**src/design/hds_pkg.sv**
```systemverilog
// Shared constants, codes and types of the heat diffusion stencil step block.
`timescale 1ns / 1ps
package hds_pkg;

  localparam int TEMP_W     = 18;
  localparam int SIZE_W     = 6;
  localparam int COEF_W     = 23;
  localparam int CFG_IDX_W  = 2;
  localparam int CFG_DATA_W = 23;

  // Datapath widths of the stencil arithmetic
  localparam int LAP_W   = TEMP_W + 2;
  localparam int PROD_W  = LAP_W + COEF_W + 1;
  localparam int SUM_W   = PROD_W + 1;
  localparam int FRAC_W  = 24;
  localparam int DELTA_W = SUM_W - FRAC_W;

  localparam int MAX_COLUMNS_DEF = 32;
  localparam int MAX_ROWS_DEF    = 32;
  localparam int MIN_SIZE        = 3;

  // Result entries held between the stencil pipeline and the output channel
  localparam int OUTQ_DEPTH = 8;

  localparam logic [SIZE_W-1:0] SIZE_RST = SIZE_W'(25);
  localparam logic [COEF_W-1:0] COEF_RST = COEF_W'(8389);

  typedef logic signed [TEMP_W-1:0] temp_t;

  localparam temp_t TEMP_MAX = {1'b0, {(TEMP_W-1){1'b1}}};
  localparam temp_t TEMP_MIN = {1'b1, {(TEMP_W-1){1'b0}}};

  typedef enum logic [CFG_IDX_W-1:0] {
    CFG_GRID_COLUMNS = 2'd0,
    CFG_GRID_ROWS    = 2'd1,
    CFG_COEF_HORIZ   = 2'd2,
    CFG_COEF_VERT    = 2'd3
  } hds_cfg_idx_t;

  // Per-item control carried down the pipeline
  typedef struct packed {
    logic need;      // item yields a result for the row above
    logic pass;      // item also yields its own last-row cell
    logic last;      // item is the last column
    logic interior;  // row-above cell gets the stencil update
  } hds_ctl_t;

  // One queue entry: the row-above result and the optional last-row cell
  typedef struct packed {
    temp_t temp_a;
    logic  has_b;
    temp_t temp_b;
    logic  last_b;
  } hds_res_t;

endpackage

```
**src/design/hds_if.sv**
```systemverilog
// Valid/ready channel interfaces for temperature requests and results.
`timescale 1ns / 1ps
interface hds_in_if;
  logic                 valid;
  logic                 ready;
  hds_pkg::temp_t       temp_in;

  modport source (output valid, output temp_in, input ready);
  modport sink (input valid, input temp_in, output ready);
endinterface

interface hds_out_if;
  logic                 valid;
  logic                 ready;
  hds_pkg::temp_t       temp_out;
  logic                 frame_last;

  modport source (output valid, output temp_out, output frame_last, input ready);
  modport sink (input valid, input temp_out, input frame_last, output ready);
endinterface

```
**src/design/hds_linebuf.sv**
```systemverilog
// Two row line buffers with registered reads and the left-neighbor register.
`timescale 1ns / 1ps
module hds_linebuf #(
  parameter int MAX_COLUMNS = hds_pkg::MAX_COLUMNS_DEF
) (
  input  logic                           clk,
  input  logic                           rd_en,
  input  logic [$clog2(MAX_COLUMNS)-1:0] rd_col,
  input  logic [$clog2(MAX_COLUMNS)-1:0] rd_col_next,
  input  hds_pkg::temp_t                 wr_down,
  input  logic                           wb_en,
  input  logic [$clog2(MAX_COLUMNS)-1:0] wb_col,
  output hds_pkg::temp_t                 centre,
  output hds_pkg::temp_t                 right,
  output hds_pkg::temp_t                 up,
  output hds_pkg::temp_t                 left
);

  hds_pkg::temp_t prior_mem [MAX_COLUMNS];
  hds_pkg::temp_t older_mem [MAX_COLUMNS];
  hds_pkg::temp_t centre_r, right_r, up_r, left_r;

  // Read old values, then store the incoming row
  always_ff @(posedge clk) begin
    if (rd_en) begin
      centre_r            <= prior_mem[rd_col];
      right_r             <= prior_mem[rd_col_next];
      prior_mem[rd_col]   <= wr_down;
    end
  end

  // Move the row above down into the older buffer in the cycle after it is read out
  always_ff @(posedge clk) begin
    if (rd_en) begin
      up_r <= older_mem[rd_col];
    end
    if (wb_en) begin
      older_mem[wb_col] <= centre_r;
    end
  end

  // Hold the previous column's centre as the next left neighbor
  always_ff @(posedge clk) begin
    if (wb_en) begin
      left_r <= centre_r;
    end
  end

  assign centre = centre_r;
  assign right  = right_r;
  assign up     = up_r;
  assign left   = left_r;

endmodule

```
**src/design/hds_stencil.sv**
```systemverilog
// Five-point stencil arithmetic: laplacians, coefficient products, rounding, saturation.
`timescale 1ns / 1ps
module hds_stencil (
  input  logic                          clk,
  input  logic                          rst_n,
  input  logic                          s1_valid,
  input  hds_pkg::hds_ctl_t             s1_ctl,
  input  hds_pkg::temp_t                s1_down,
  input  hds_pkg::temp_t                centre,
  input  hds_pkg::temp_t                right,
  input  hds_pkg::temp_t                up,
  input  hds_pkg::temp_t                left,
  input  logic [hds_pkg::COEF_W-1:0]    coef_h,
  input  logic [hds_pkg::COEF_W-1:0]    coef_v,
  output logic                          push,
  output hds_pkg::hds_res_t             push_data
);

  localparam int LAP_W   = hds_pkg::LAP_W;
  localparam int PROD_W  = hds_pkg::PROD_W;
  localparam int SUM_W   = hds_pkg::SUM_W;
  localparam int FRAC_W  = hds_pkg::FRAC_W;
  localparam int DELTA_W = hds_pkg::DELTA_W;
  localparam int NEW_W   = DELTA_W + 1;
  localparam logic signed [SUM_W-1:0] RND_HALF =
    {{(SUM_W-FRAC_W){1'b0}}, 1'b1, {(FRAC_W-1){1'b0}}};

  logic signed [LAP_W-1:0]    lap_x, lap_y, lap_x_r, lap_y_r;
  logic signed [hds_pkg::COEF_W:0] coef_h_s, coef_v_s;
  logic signed [PROD_W-1:0]   prod_x, prod_y, prod_x_r, prod_y_r;
  logic signed [SUM_W-1:0]    sum_rnd;
  logic signed [DELTA_W-1:0]  delta;
  logic signed [NEW_W-1:0]    new_val;
  hds_pkg::temp_t             sat_val;
  hds_pkg::temp_t             centre2_r, down2_r, centre3_r, down3_r;
  hds_pkg::hds_ctl_t          ctl2_r, ctl3_r;
  logic                       s2_valid_r, s3_valid_r;

  // Stage 1: laplacians from the window
  assign lap_x = LAP_W'(left) + LAP_W'(right) - (LAP_W'(centre) <<< 1);
  assign lap_y = LAP_W'(up) + LAP_W'(s1_down) - (LAP_W'(centre) <<< 1);

  // Stage 2: coefficient products
  assign coef_h_s = {1'b0, coef_h};
  assign coef_v_s = {1'b0, coef_v};
  assign prod_x   = lap_x_r * coef_h_s;
  assign prod_y   = lap_y_r * coef_v_s;

  // Stage 3: round half up, add to centre, saturate
  assign sum_rnd = SUM_W'(prod_x_r) + SUM_W'(prod_y_r) + RND_HALF;
  assign delta   = $signed(sum_rnd[SUM_W-1:FRAC_W]);
  assign new_val = NEW_W'(delta) + NEW_W'(centre3_r);

  always_comb begin
    if (new_val > NEW_W'(hds_pkg::TEMP_MAX)) begin
      sat_val = hds_pkg::TEMP_MAX;
    end else if (new_val < NEW_W'(hds_pkg::TEMP_MIN)) begin
      sat_val = hds_pkg::TEMP_MIN;
    end else begin
      sat_val = new_val[hds_pkg::TEMP_W-1:0];
    end
  end

  always_ff @(posedge clk) begin
    if (!rst_n) begin
      s2_valid_r <= 1'b0;
      s3_valid_r <= 1'b0;
    end else begin
      s2_valid_r <= s1_valid;
      s3_valid_r <= s2_valid_r;
    end
  end

  always_ff @(posedge clk) begin
    lap_x_r   <= lap_x;
    lap_y_r   <= lap_y;
    centre2_r <= centre;
    down2_r   <= s1_down;
    ctl2_r    <= s1_ctl;
    prod_x_r  <= prod_x;
    prod_y_r  <= prod_y;
    centre3_r <= centre2_r;
    down3_r   <= down2_r;
    ctl3_r    <= ctl2_r;
  end

  assign push             = s3_valid_r & ctl3_r.need;
  assign push_data.temp_a = ctl3_r.interior ? sat_val : centre3_r;
  assign push_data.has_b  = ctl3_r.pass;
  assign push_data.temp_b = down3_r;
  assign push_data.last_b = ctl3_r.last;

endmodule

```
**src/design/hds_outq.sv**
```systemverilog
// Result queue with credit reservation, unpacking one or two results per entry.
`timescale 1ns / 1ps
module hds_outq (
  input  logic               clk,
  input  logic               rst_n,
  input  logic               reserve,
  output logic               credit_ok,
  input  logic               push,
  input  hds_pkg::hds_res_t  push_data,
  hds_out_if.source          out_ch
);

  localparam int DEPTH = hds_pkg::OUTQ_DEPTH;
  localparam int PW    = $clog2(DEPTH);
  localparam int CW    = $clog2(DEPTH + 1);

  hds_pkg::hds_res_t q_mem [DEPTH];
  hds_pkg::hds_res_t head;
  logic [PW-1:0]     wr_ptr_r, rd_ptr_r;
  logic [CW-1:0]     q_cnt_r, q_cnt_nxt, res_cnt_r, res_cnt_nxt;
  logic              half_r, half_nxt;
  logic              take, retire;

  always_ff @(posedge clk) begin
    if (push) begin
      q_mem[wr_ptr_r] <= push_data;
    end
  end

  assign head               = q_mem[rd_ptr_r];
  assign out_ch.valid       = (q_cnt_r != '0);
  assign out_ch.temp_out    = half_r ? head.temp_b : head.temp_a;
  assign out_ch.frame_last  = half_r & head.last_b;

  assign take   = out_ch.valid & out_ch.ready;
  assign retire = take & (half_r | ~head.has_b);

  assign credit_ok = (res_cnt_r < CW'(DEPTH));

  always_comb begin
    q_cnt_nxt   = q_cnt_r + CW'(push) - CW'(retire);
    res_cnt_nxt = res_cnt_r + CW'(reserve) - CW'(retire);
    half_nxt    = half_r;
    if (take) begin
      half_nxt = ~retire;
    end
  end

  always_ff @(posedge clk) begin
    if (!rst_n) begin
      wr_ptr_r  <= '0;
      rd_ptr_r  <= '0;
      q_cnt_r   <= '0;
      res_cnt_r <= '0;
      half_r    <= 1'b0;
    end else begin
      if (push) begin
        wr_ptr_r <= wr_ptr_r + 1'b1;
      end
      if (retire) begin
        rd_ptr_r <= rd_ptr_r + 1'b1;
      end
      q_cnt_r   <= q_cnt_nxt;
      res_cnt_r <= res_cnt_nxt;
      half_r    <= half_nxt;
    end
  end

  a_no_overflow: assert property (@(posedge clk) disable iff (!rst_n)
    push |-> (q_cnt_r < CW'(DEPTH)))
    else $error("result queue written while full");

  a_reserve_covers: assert property (@(posedge clk) disable iff (!rst_n)
    q_cnt_r <= res_cnt_r)
    else $error("queued entries exceed reserved credits");

  a_half_only_pair: assert property (@(posedge clk) disable iff (!rst_n)
    (half_r && out_ch.valid) |-> head.has_b)
    else $error("second result presented for a single-result entry");

endmodule

```
**src/design/heat_diffusion_stencil_step_core.sv**
```systemverilog
// Top level of the FTCS 2D heat equation stencil step over a raster-order grid stream.
`timescale 1ns / 1ps
// Usage:
//   in_ch carries one old cell temperature per request, in raster order over the grid
//   set by grid_columns and grid_rows. out_ch returns new temperatures, also in raster
//   order, one grid row behind the input: a request in row 0 gives nothing, a request
//   at (i,j) gives cell (i-1,j), and a request in the last row also returns its own
//   cell unchanged; frame_last marks the final cell of the grid.
//   Throughput is one request per cycle while in_ch.ready is high; in the last row each
//   request yields two results, so there the out_ch port sets the pace of the input.
//   The first result of a request passes the line buffer read registers, the laplacian
//   registers and the coefficient product registers, then is rounded and saturated
//   into the result queue, from which out_ch presents it.
//   Results wait in an 8-entry queue; in_ch.ready drops once 8 entries are reserved,
//   so a stalled receiver backs up the input without losing anything.
//   Reset (rst_n low, synchronous) zeroes the raster position, loads the default
//   registers and empties the queue; the line buffers are not cleared, and an entry read
//   before it is written never feeds a result. Write cfg_* only while the block is idle.
module heat_diffusion_stencil_step_core #(
  parameter int MAX_COLUMNS = hds_pkg::MAX_COLUMNS_DEF,
  parameter int MAX_ROWS    = hds_pkg::MAX_ROWS_DEF
) (
  input  logic                              clk,
  input  logic                              rst_n,
  hds_in_if.sink                            in_ch,
  hds_out_if.source                         out_ch,
  input  logic                              cfg_we,
  input  logic [hds_pkg::CFG_IDX_W-1:0]     cfg_index,
  input  logic [hds_pkg::CFG_DATA_W-1:0]    cfg_data
);

  localparam int CA     = $clog2(MAX_COLUMNS);
  localparam int RA     = $clog2(MAX_ROWS);
  localparam int SIZE_W = hds_pkg::SIZE_W;
  localparam int COEF_W = hds_pkg::COEF_W;

  logic [SIZE_W-1:0]  grid_columns_r, grid_rows_r;
  logic [COEF_W-1:0]  coef_h_r, coef_v_r;
  logic [CA-1:0]      col_cnt_r, col_last, col_next;
  logic [RA-1:0]      row_cnt_r, row_last;
  logic               last_col, last_row, accept, credit_ok;
  hds_pkg::hds_ctl_t  ctl, s1_ctl_r;
  hds_pkg::temp_t     s1_down_r, centre, right, up, left;
  logic [CA-1:0]      s1_col_r;
  logic               s1_valid_r;
  logic               push;
  hds_pkg::hds_res_t  push_data;

  // Configuration writes
  always_ff @(posedge clk) begin
    if (!rst_n) begin
      grid_columns_r <= hds_pkg::SIZE_RST;
      grid_rows_r    <= hds_pkg::SIZE_RST;
      coef_h_r       <= hds_pkg::COEF_RST;
      coef_v_r       <= hds_pkg::COEF_RST;
    end else if (cfg_we) begin
      unique case (hds_pkg::hds_cfg_idx_t'(cfg_index))
        hds_pkg::CFG_GRID_COLUMNS: grid_columns_r <= cfg_data[SIZE_W-1:0];
        hds_pkg::CFG_GRID_ROWS:    grid_rows_r    <= cfg_data[SIZE_W-1:0];
        hds_pkg::CFG_COEF_HORIZ:   coef_h_r       <= cfg_data[COEF_W-1:0];
        hds_pkg::CFG_COEF_VERT:    coef_v_r       <= cfg_data[COEF_W-1:0];
        default: ;
      endcase
    end
  end

  // Clamp the grid size and form the last indexes
  always_comb begin
    if (grid_columns_r < SIZE_W'(hds_pkg::MIN_SIZE)) begin
      col_last = CA'(hds_pkg::MIN_SIZE - 1);
    end else if (32'(grid_columns_r) > MAX_COLUMNS) begin
      col_last = CA'(MAX_COLUMNS - 1);
    end else begin
      col_last = CA'(grid_columns_r - 1'b1);
    end
    if (grid_rows_r < SIZE_W'(hds_pkg::MIN_SIZE)) begin
      row_last = RA'(hds_pkg::MIN_SIZE - 1);
    end else if (32'(grid_rows_r) > MAX_ROWS) begin
      row_last = RA'(MAX_ROWS - 1);
    end else begin
      row_last = RA'(grid_rows_r - 1'b1);
    end
  end

  assign last_col = (col_cnt_r >= col_last);
  assign last_row = (row_cnt_r >= row_last);
  assign col_next = last_col ? col_cnt_r : col_cnt_r + 1'b1;

  assign in_ch.ready = rst_n & credit_ok;
  assign accept      = in_ch.valid & in_ch.ready;

  assign ctl.need     = (row_cnt_r != '0);
  assign ctl.pass     = (row_cnt_r != '0) & last_row;
  assign ctl.last     = last_col;
  assign ctl.interior = (row_cnt_r >= RA'(2)) & (col_cnt_r != '0) & ~last_col;

  // Raster position and stage-1 control
  always_ff @(posedge clk) begin
    if (!rst_n) begin
      col_cnt_r  <= '0;
      row_cnt_r  <= '0;
      s1_valid_r <= 1'b0;
    end else begin
      s1_valid_r <= accept;
      if (accept) begin
        if (last_col) begin
          col_cnt_r <= '0;
          row_cnt_r <= last_row ? '0 : row_cnt_r + 1'b1;
        end else begin
          col_cnt_r <= col_cnt_r + 1'b1;
        end
      end
    end
  end

  always_ff @(posedge clk) begin
    if (accept) begin
      s1_ctl_r  <= ctl;
      s1_down_r <= in_ch.temp_in;
      s1_col_r  <= col_cnt_r;
    end
  end

  hds_linebuf #(
    .MAX_COLUMNS (MAX_COLUMNS)
  ) u_linebuf (
    .clk         (clk),
    .rd_en       (accept),
    .rd_col      (col_cnt_r),
    .rd_col_next (col_next),
    .wr_down     (in_ch.temp_in),
    .wb_en       (s1_valid_r),
    .wb_col      (s1_col_r),
    .centre      (centre),
    .right       (right),
    .up          (up),
    .left        (left)
  );

  hds_stencil u_stencil (
    .clk       (clk),
    .rst_n     (rst_n),
    .s1_valid  (s1_valid_r),
    .s1_ctl    (s1_ctl_r),
    .s1_down   (s1_down_r),
    .centre    (centre),
    .right     (right),
    .up        (up),
    .left      (left),
    .coef_h    (coef_h_r),
    .coef_v    (coef_v_r),
    .push      (push),
    .push_data (push_data)
  );

  hds_outq u_outq (
    .clk       (clk),
    .rst_n     (rst_n),
    .reserve   (accept & ctl.need),
    .credit_ok (credit_ok),
    .push      (push),
    .push_data (push_data),
    .out_ch    (out_ch)
  );

  a_accept_enters: assert property (@(posedge clk) disable iff (!rst_n)
    accept |=> s1_valid_r)
    else $error("accepted request did not enter the pipeline");

  a_interior_needs: assert property (@(posedge clk) disable iff (!rst_n)
    (s1_valid_r && s1_ctl_r.interior) |-> (s1_ctl_r.need && !s1_ctl_r.last))
    else $error("stencil update flagged for a border cell");

  a_col_in_range: assert property (@(posedge clk) disable iff (!rst_n)
    accept |=> (col_cnt_r <= CA'(MAX_COLUMNS - 1)))
    else $error("column count left the line buffer range");

endmodule
```
**src/flat_wrapper.sv**
```systemverilog
// flat-port wrapper written by rule: the top's interface ports become plain ports
module heat_diffusion_stencil_step_core_flat 
#(
  parameter int MAX_COLUMNS = hds_pkg::MAX_COLUMNS_DEF,
  parameter int MAX_ROWS    = hds_pkg::MAX_ROWS_DEF
)
  (clk, rst_n, cfg_we, cfg_index, cfg_data, in_ch_valid, in_ch_temp_in, in_ch_ready, out_ch_valid, out_ch_temp_out, out_ch_frame_last, out_ch_ready);
  hds_in_if in_ch_i ();
  hds_out_if out_ch_i ();
  input  logic clk;
  input  logic rst_n;
  input  logic cfg_we;
  input  logic [hds_pkg::CFG_IDX_W-1:0] cfg_index;
  input  logic [hds_pkg::CFG_DATA_W-1:0] cfg_data;
  input wire logic [$bits(in_ch_i.valid)-1:0] in_ch_valid;
  input wire logic [$bits(in_ch_i.temp_in)-1:0] in_ch_temp_in;
  output wire logic [$bits(in_ch_i.ready)-1:0] in_ch_ready;
  output wire logic [$bits(out_ch_i.valid)-1:0] out_ch_valid;
  output wire logic [$bits(out_ch_i.temp_out)-1:0] out_ch_temp_out;
  output wire logic [$bits(out_ch_i.frame_last)-1:0] out_ch_frame_last;
  input wire logic [$bits(out_ch_i.ready)-1:0] out_ch_ready;
  assign in_ch_i.valid = in_ch_valid;
  assign in_ch_i.temp_in = in_ch_temp_in;
  assign in_ch_ready = in_ch_i.ready;
  assign out_ch_valid = out_ch_i.valid;
  assign out_ch_temp_out = out_ch_i.temp_out;
  assign out_ch_frame_last = out_ch_i.frame_last;
  assign out_ch_i.ready = out_ch_ready;
  heat_diffusion_stencil_step_core #(.MAX_COLUMNS(MAX_COLUMNS), .MAX_ROWS(MAX_ROWS)) u_core (.clk(clk), .rst_n(rst_n), .in_ch(in_ch_i), .out_ch(out_ch_i), .cfg_we(cfg_we), .cfg_index(cfg_index), .cfg_data(cfg_data));
endmodule
```
**config.mk**
```make
export PLATFORM = sky130hd
export DESIGN_NAME = heat_diffusion_stencil_step_core_flat
export DESIGN_NICKNAME = d
export VERILOG_FILES = /design/src/design/hds_pkg.sv /design/src/design/hds_if.sv /design/src/design/hds_linebuf.sv /design/src/design/hds_stencil.sv /design/src/design/hds_outq.sv /design/src/design/heat_diffusion_stencil_step_core.sv /design/src/flat_wrapper.sv
export SDC_FILE = /design/constraint.sdc
export NUM_CORES = 2
export LEC_CHECK = 0
export BUFFER_PORTS_ARGS = -buffer_cell sky130_fd_sc_hd__buf_2
export CAP_MARGIN = 20
export CORE_MARGIN = 2
export CORE_UTILIZATION = 30
export CTS_CLUSTER_DIAMETER = 50
export DETAILED_ROUTE_END_ITERATION = 10
export PLACE_DENSITY = 0.56
export SYNTH_ARGS = -nofsm -noshare
export SYNTH_HDL_FRONTEND = slang
export SYNTH_HIERARCHICAL = 1
export SYNTH_SLANG_ARGS = --single-unit
```
**constraint.sdc**
```tcl
create_clock -name clk -period 10.63 [get_ports clk]
set_input_delay 1.063 -clock clk [delete_from_list [all_inputs] [get_ports clk]]
set_output_delay 1.063 -clock clk [all_outputs]
set_load 0.1 [all_outputs]
```
==> out/summary.md <==
The run finished with clean final reports. The logs give 441000 µm for the global-route wire length before repair and 9389 for the net count after synthesis. The portion of the clock cycle consumed by the worst path in the final layout works out to 79.3%.

After technology mapping, the gate count stands at 8015. Counting the buffers created by CTS gives 218. The H-tree generated during clock tree synthesis spans 4 levels. The via count of the first global-routing pass came out at 68715. The number of design rule violations left after detail routing came out at 0.

The number of gates given a new drive strength after cts came out at 0. Final count of pins violating max slew: 0. The kind of end point of the critical path is a flop. At the end of routability-driven placement, the weighted congestion stood at 0.859. The count of hold-fix buffers inserted at cts was 0; the fraction of final layout cells sized beyond drive strength 1 was 12.8%.

TritonCTS built the clock tree. The worst setup path is of the reg2reg kind. The type of the most critical hold path is reg2reg.

After synthesis the cells add up to 108000 µm². The endpoint arrival time on the critical path was 9.17 ns; the global-route congestion overflow total was 0. 69 I/O pins were placed.

After detailed routing, the average wire length per cell comes to 22.6 µm. Measured against its own limit, the worst slew margin works out to 16.6%. The signed area change from the synthesized netlist to the final layout is 12.4%. The Yosys step of the flow raised 6 warnings. Setup violations remaining at the end of the flow were counted as 0. The clock passes through at most 4 buffers. The largest single stage delay on the critical path is 0.89 ns.

Of all nets on the critical path, the largest fanout is 23. Clock-pin slew was measured on the worst setup and hold paths at 0.06 ns. Static timing analysis puts the maximum clock frequency at 0.119 GHz. Global routing used 15.9% of the available tracks across all layers. The worst-case clock skew came out at 0.0860 ns. Per-cell via count in the routed design: 5.01. The share of synthesized area occupied by flip-flops and latches was 48.6%; the total negative slack for setup checks was 0 ns. Among the stages of the critical path, the cell type that occurs most often is fa_1. The clock reaches the later pin of the worst-skew pair after 0.88 ns. The kind of start point of the critical path is a flop. After floorplanning, the core was divided into 220 placement rows. For this design, the slowest cell found on the critical path is dfxtp_1. Averaged over all synthesized cells, the footprint is 13.5 µm². The netlist uses 84 different library cells. The final layout contains 9453 nets.

The library cell used most frequently in the layout, excluding fill and tap cells, is edfxtp_1. For the die area, the log shows 366000 µm². The root buffer cell chosen for the clock tree is clkbuf_16. The count of buffering cells on the critical path with inverters included came out at 3. Setup repair after global routing left no endpoint under its margin. Port buffering added 68 buffers. The number of enable flip-flop cells after synthesis was 1555. Summed over all layers, the routed wires come to 295000 µm. The buffers inserted during post-CTS setup optimization came out at 0. After legalization and detailed placement, the total HPWL measured 199000 µm. For this block, the initial DRC count from the detailed router was 5363. For this run, the leading register cell type out of synthesis is edfxtp_1.

The synthesized design contains 1852 register bits. The routed layout has 65289 vias. Once the floorplan was initialized, standard cells occupied 30.1% of the core. The max capacitance violation total was 0; the number of nets with antenna violations after routing was 0. The minimum clock period after layout is 8.43 ns. The logs give 0 for the hold violation count in the final report and 105 for the largest net degree at the start of global routing. Leaving out fill and tap cells, the most frequent cells in the layout are 1555 x edfxtp_1, 1046 x inv_1, 789 x fa_1.

The total core area is 359000 µm². The clock net in this run drives a total of 1852 sinks. Dominant delay contributor by cell family on the critical path: adder cells. The run gives 29 as the initial antenna violation count. The die boundary height is 605 µm.

The critical path goes through nand2_1, fa_1, fa_1, fa_1, fa_1, inv_1, fa_1, fa_1, inv_1, fa_1, inv_1, ha_1, a21oi_1, o21ai_0, a31o_2, a2111oi_0, o21ai_0, a31oi_1, a21oi_1, a221o_1, a21oi_1, xnor2_1. The horizontal die dimension was 605 µm. The pre-antenna-repair detailed-routing pass consisted of 5 iterations.

For the pin with the worst max-slew slack, the measured transition is 1.25 ns. The proportion of register bits with asynchronous set or reset after synthesis works out to 0%. For the required time reported for the critical path endpoint, the log shows 11.37 ns.
==> flip-flops by register name (all words and copies together), names as in the netlist, 20 cells and up, named ones only <==
signal	count
u_core/u_linebuf/older_mem	576
u_core/u_linebuf/prior_mem	576
u_core/u_outq/q_mem	304
u_core/u_stencil/prod_x_r	44
u_core/u_stencil/prod_y_r	44
u_core/coef_h_r	23
u_core/coef_v_r	23
u_core/u_stencil/lap_x_r	20
u_core/u_stencil/lap_y_r	20
==> final cells by class <==
| cell class | instances | area [µm²] |
|---|---|---|
| fillers | 34757 | 238000 |
| flip-flops and latches | 1852 | 52700 |
| multi-input cells | 4714 | 50200 |
| well taps | 4773 | 5970 |
| clock buffers | 260 | 5760 |
| inverters | 1050 | 3950 |
| repair buffers | 243 | 1750 |
| clock inverters | 139 | 1370 |
| diodes | 7 | 17.5 |
==> kinds of logic after synthesis <==
family	after synthesis	share of synthesized area, %
multiplexers	685	10.8
XOR/XNOR	155	1.25
flip-flops	1852	48.6
buffers and inverters	1449	5.36
adder cells (fa/ha/maj)	1326	20.8
AO/OA/AOI/OAI	813	5.19
AND/OR/NAND/NOR	1735	7.95
==> final timing paths <==
check,end,cells after the start,startpoint,slack (ns)
max,u_core/u_stencil/prod_y_r[42]$_DFF_P_,22,u_core/u_stencil/lap_y_r[5]$_DFF_P_,2.20
min,u_core/u_stencil/down3_r[1]$_DFF_P_,0,u_core/u_stencil/down2_r[1]$_DFF_P_,0.27
max reg2reg,u_core/u_stencil/prod_y_r[42]$_DFF_P_,22,u_core/u_stencil/lap_y_r[5]$_DFF_P_,2.20
min reg2reg,u_core/u_stencil/down3_r[1]$_DFF_P_,0,u_core/u_stencil/down2_r[1]$_DFF_P_,0.27
==> Yosys cell counts (all sizes together) (6+ instances only) <==
library cell	instances	share of area, %
a2111oi	10	0.081
a211o	6	0.049
a211oi	16	0.11
a21boi	44	0.30
a21o	67	0.46
a21oi	172	0.79
a22o	37	0.30
a22oi	217	1.5
a311o	6	0.055
a31oi	28	0.17
and2	470	2.7
and3	14	0.081
buf	140	0.82
clkbuf	259	0.90
dfxtp	297	5.5
edfxtp	1555	43
fa	789	15
ha	537	6.2
inv	1050	3.6
mux2i	303	2.8
mux4	381	8.0
nand2	658	2.3
nand2b	60	0.35
nand3	94	0.43
nand3b	12	0.083
nand4	70	0.40
nor2	200	0.69
nor2b	33	0.19
nor3	63	0.30
o211ai	18	0.12
o21a	23	0.16
o21ai	90	0.42
o21bai	21	0.15
o22ai	6	0.035
o41ai	7	0.091
or2	11	0.064
or3	17	0.10
or3b	8	0.065
xnor2	111	0.90
xor2	44	0.36
==> stage by stage <==
step | hold WS (ns) | utilization (%) | setup WS (ns) | area, µm² | cells
after floorplan | 0.310 | - | 3.78 | 108000 | 8015
after global routing | 0.271 | 33.9 | 1.93 | 122000 | 13033
after detailed placement | 0.312 | 31.9 | 2.22 | 114000 | 12627
after global placement | 0.313 | 31.9 | 2.28 | 114000 | 12626
final | 0.267 | 33.9 | 2.20 | 122000 | 13038
after CTS | 0.259 | 33.8 | 2.17 | 122000 | 13026
==> metal layers <==
metal	routed length [µm]	global-route usage, %	part of all wire (%)
met4	7380	4.13	2.5
met2	136000	25.6	46
met3	21200	2.98	7.2
met5	170	0	0.058
met1	130000	22.1	44
==> worst reg2reg max path: stages (launching register included) <==
cell	delay (ns)
dfxtp_1	0.89
nand2_1	0.19
fa_1	0.55
fa_1	0.58
fa_1	0.45
fa_1	0.55
inv_1	0.05
fa_1	0.47
fa_1	0.55
inv_1	0.07
fa_1	0.49
inv_1	0.04
ha_1	0.34
a21oi_1	0.15
o21ai_0	0.13
a31o_2	0.25
a2111oi_0	0.83
o21ai_0	0.42
a31oi_1	0.47
a21oi_1	0.23
a221o_1	0.34
a21oi_1	0.19
xnor2_1	0.14
Power is left out: the tool's default activity adds up to more than one toggle a clock period on the data nets, which glitch-free logic cannot reach.
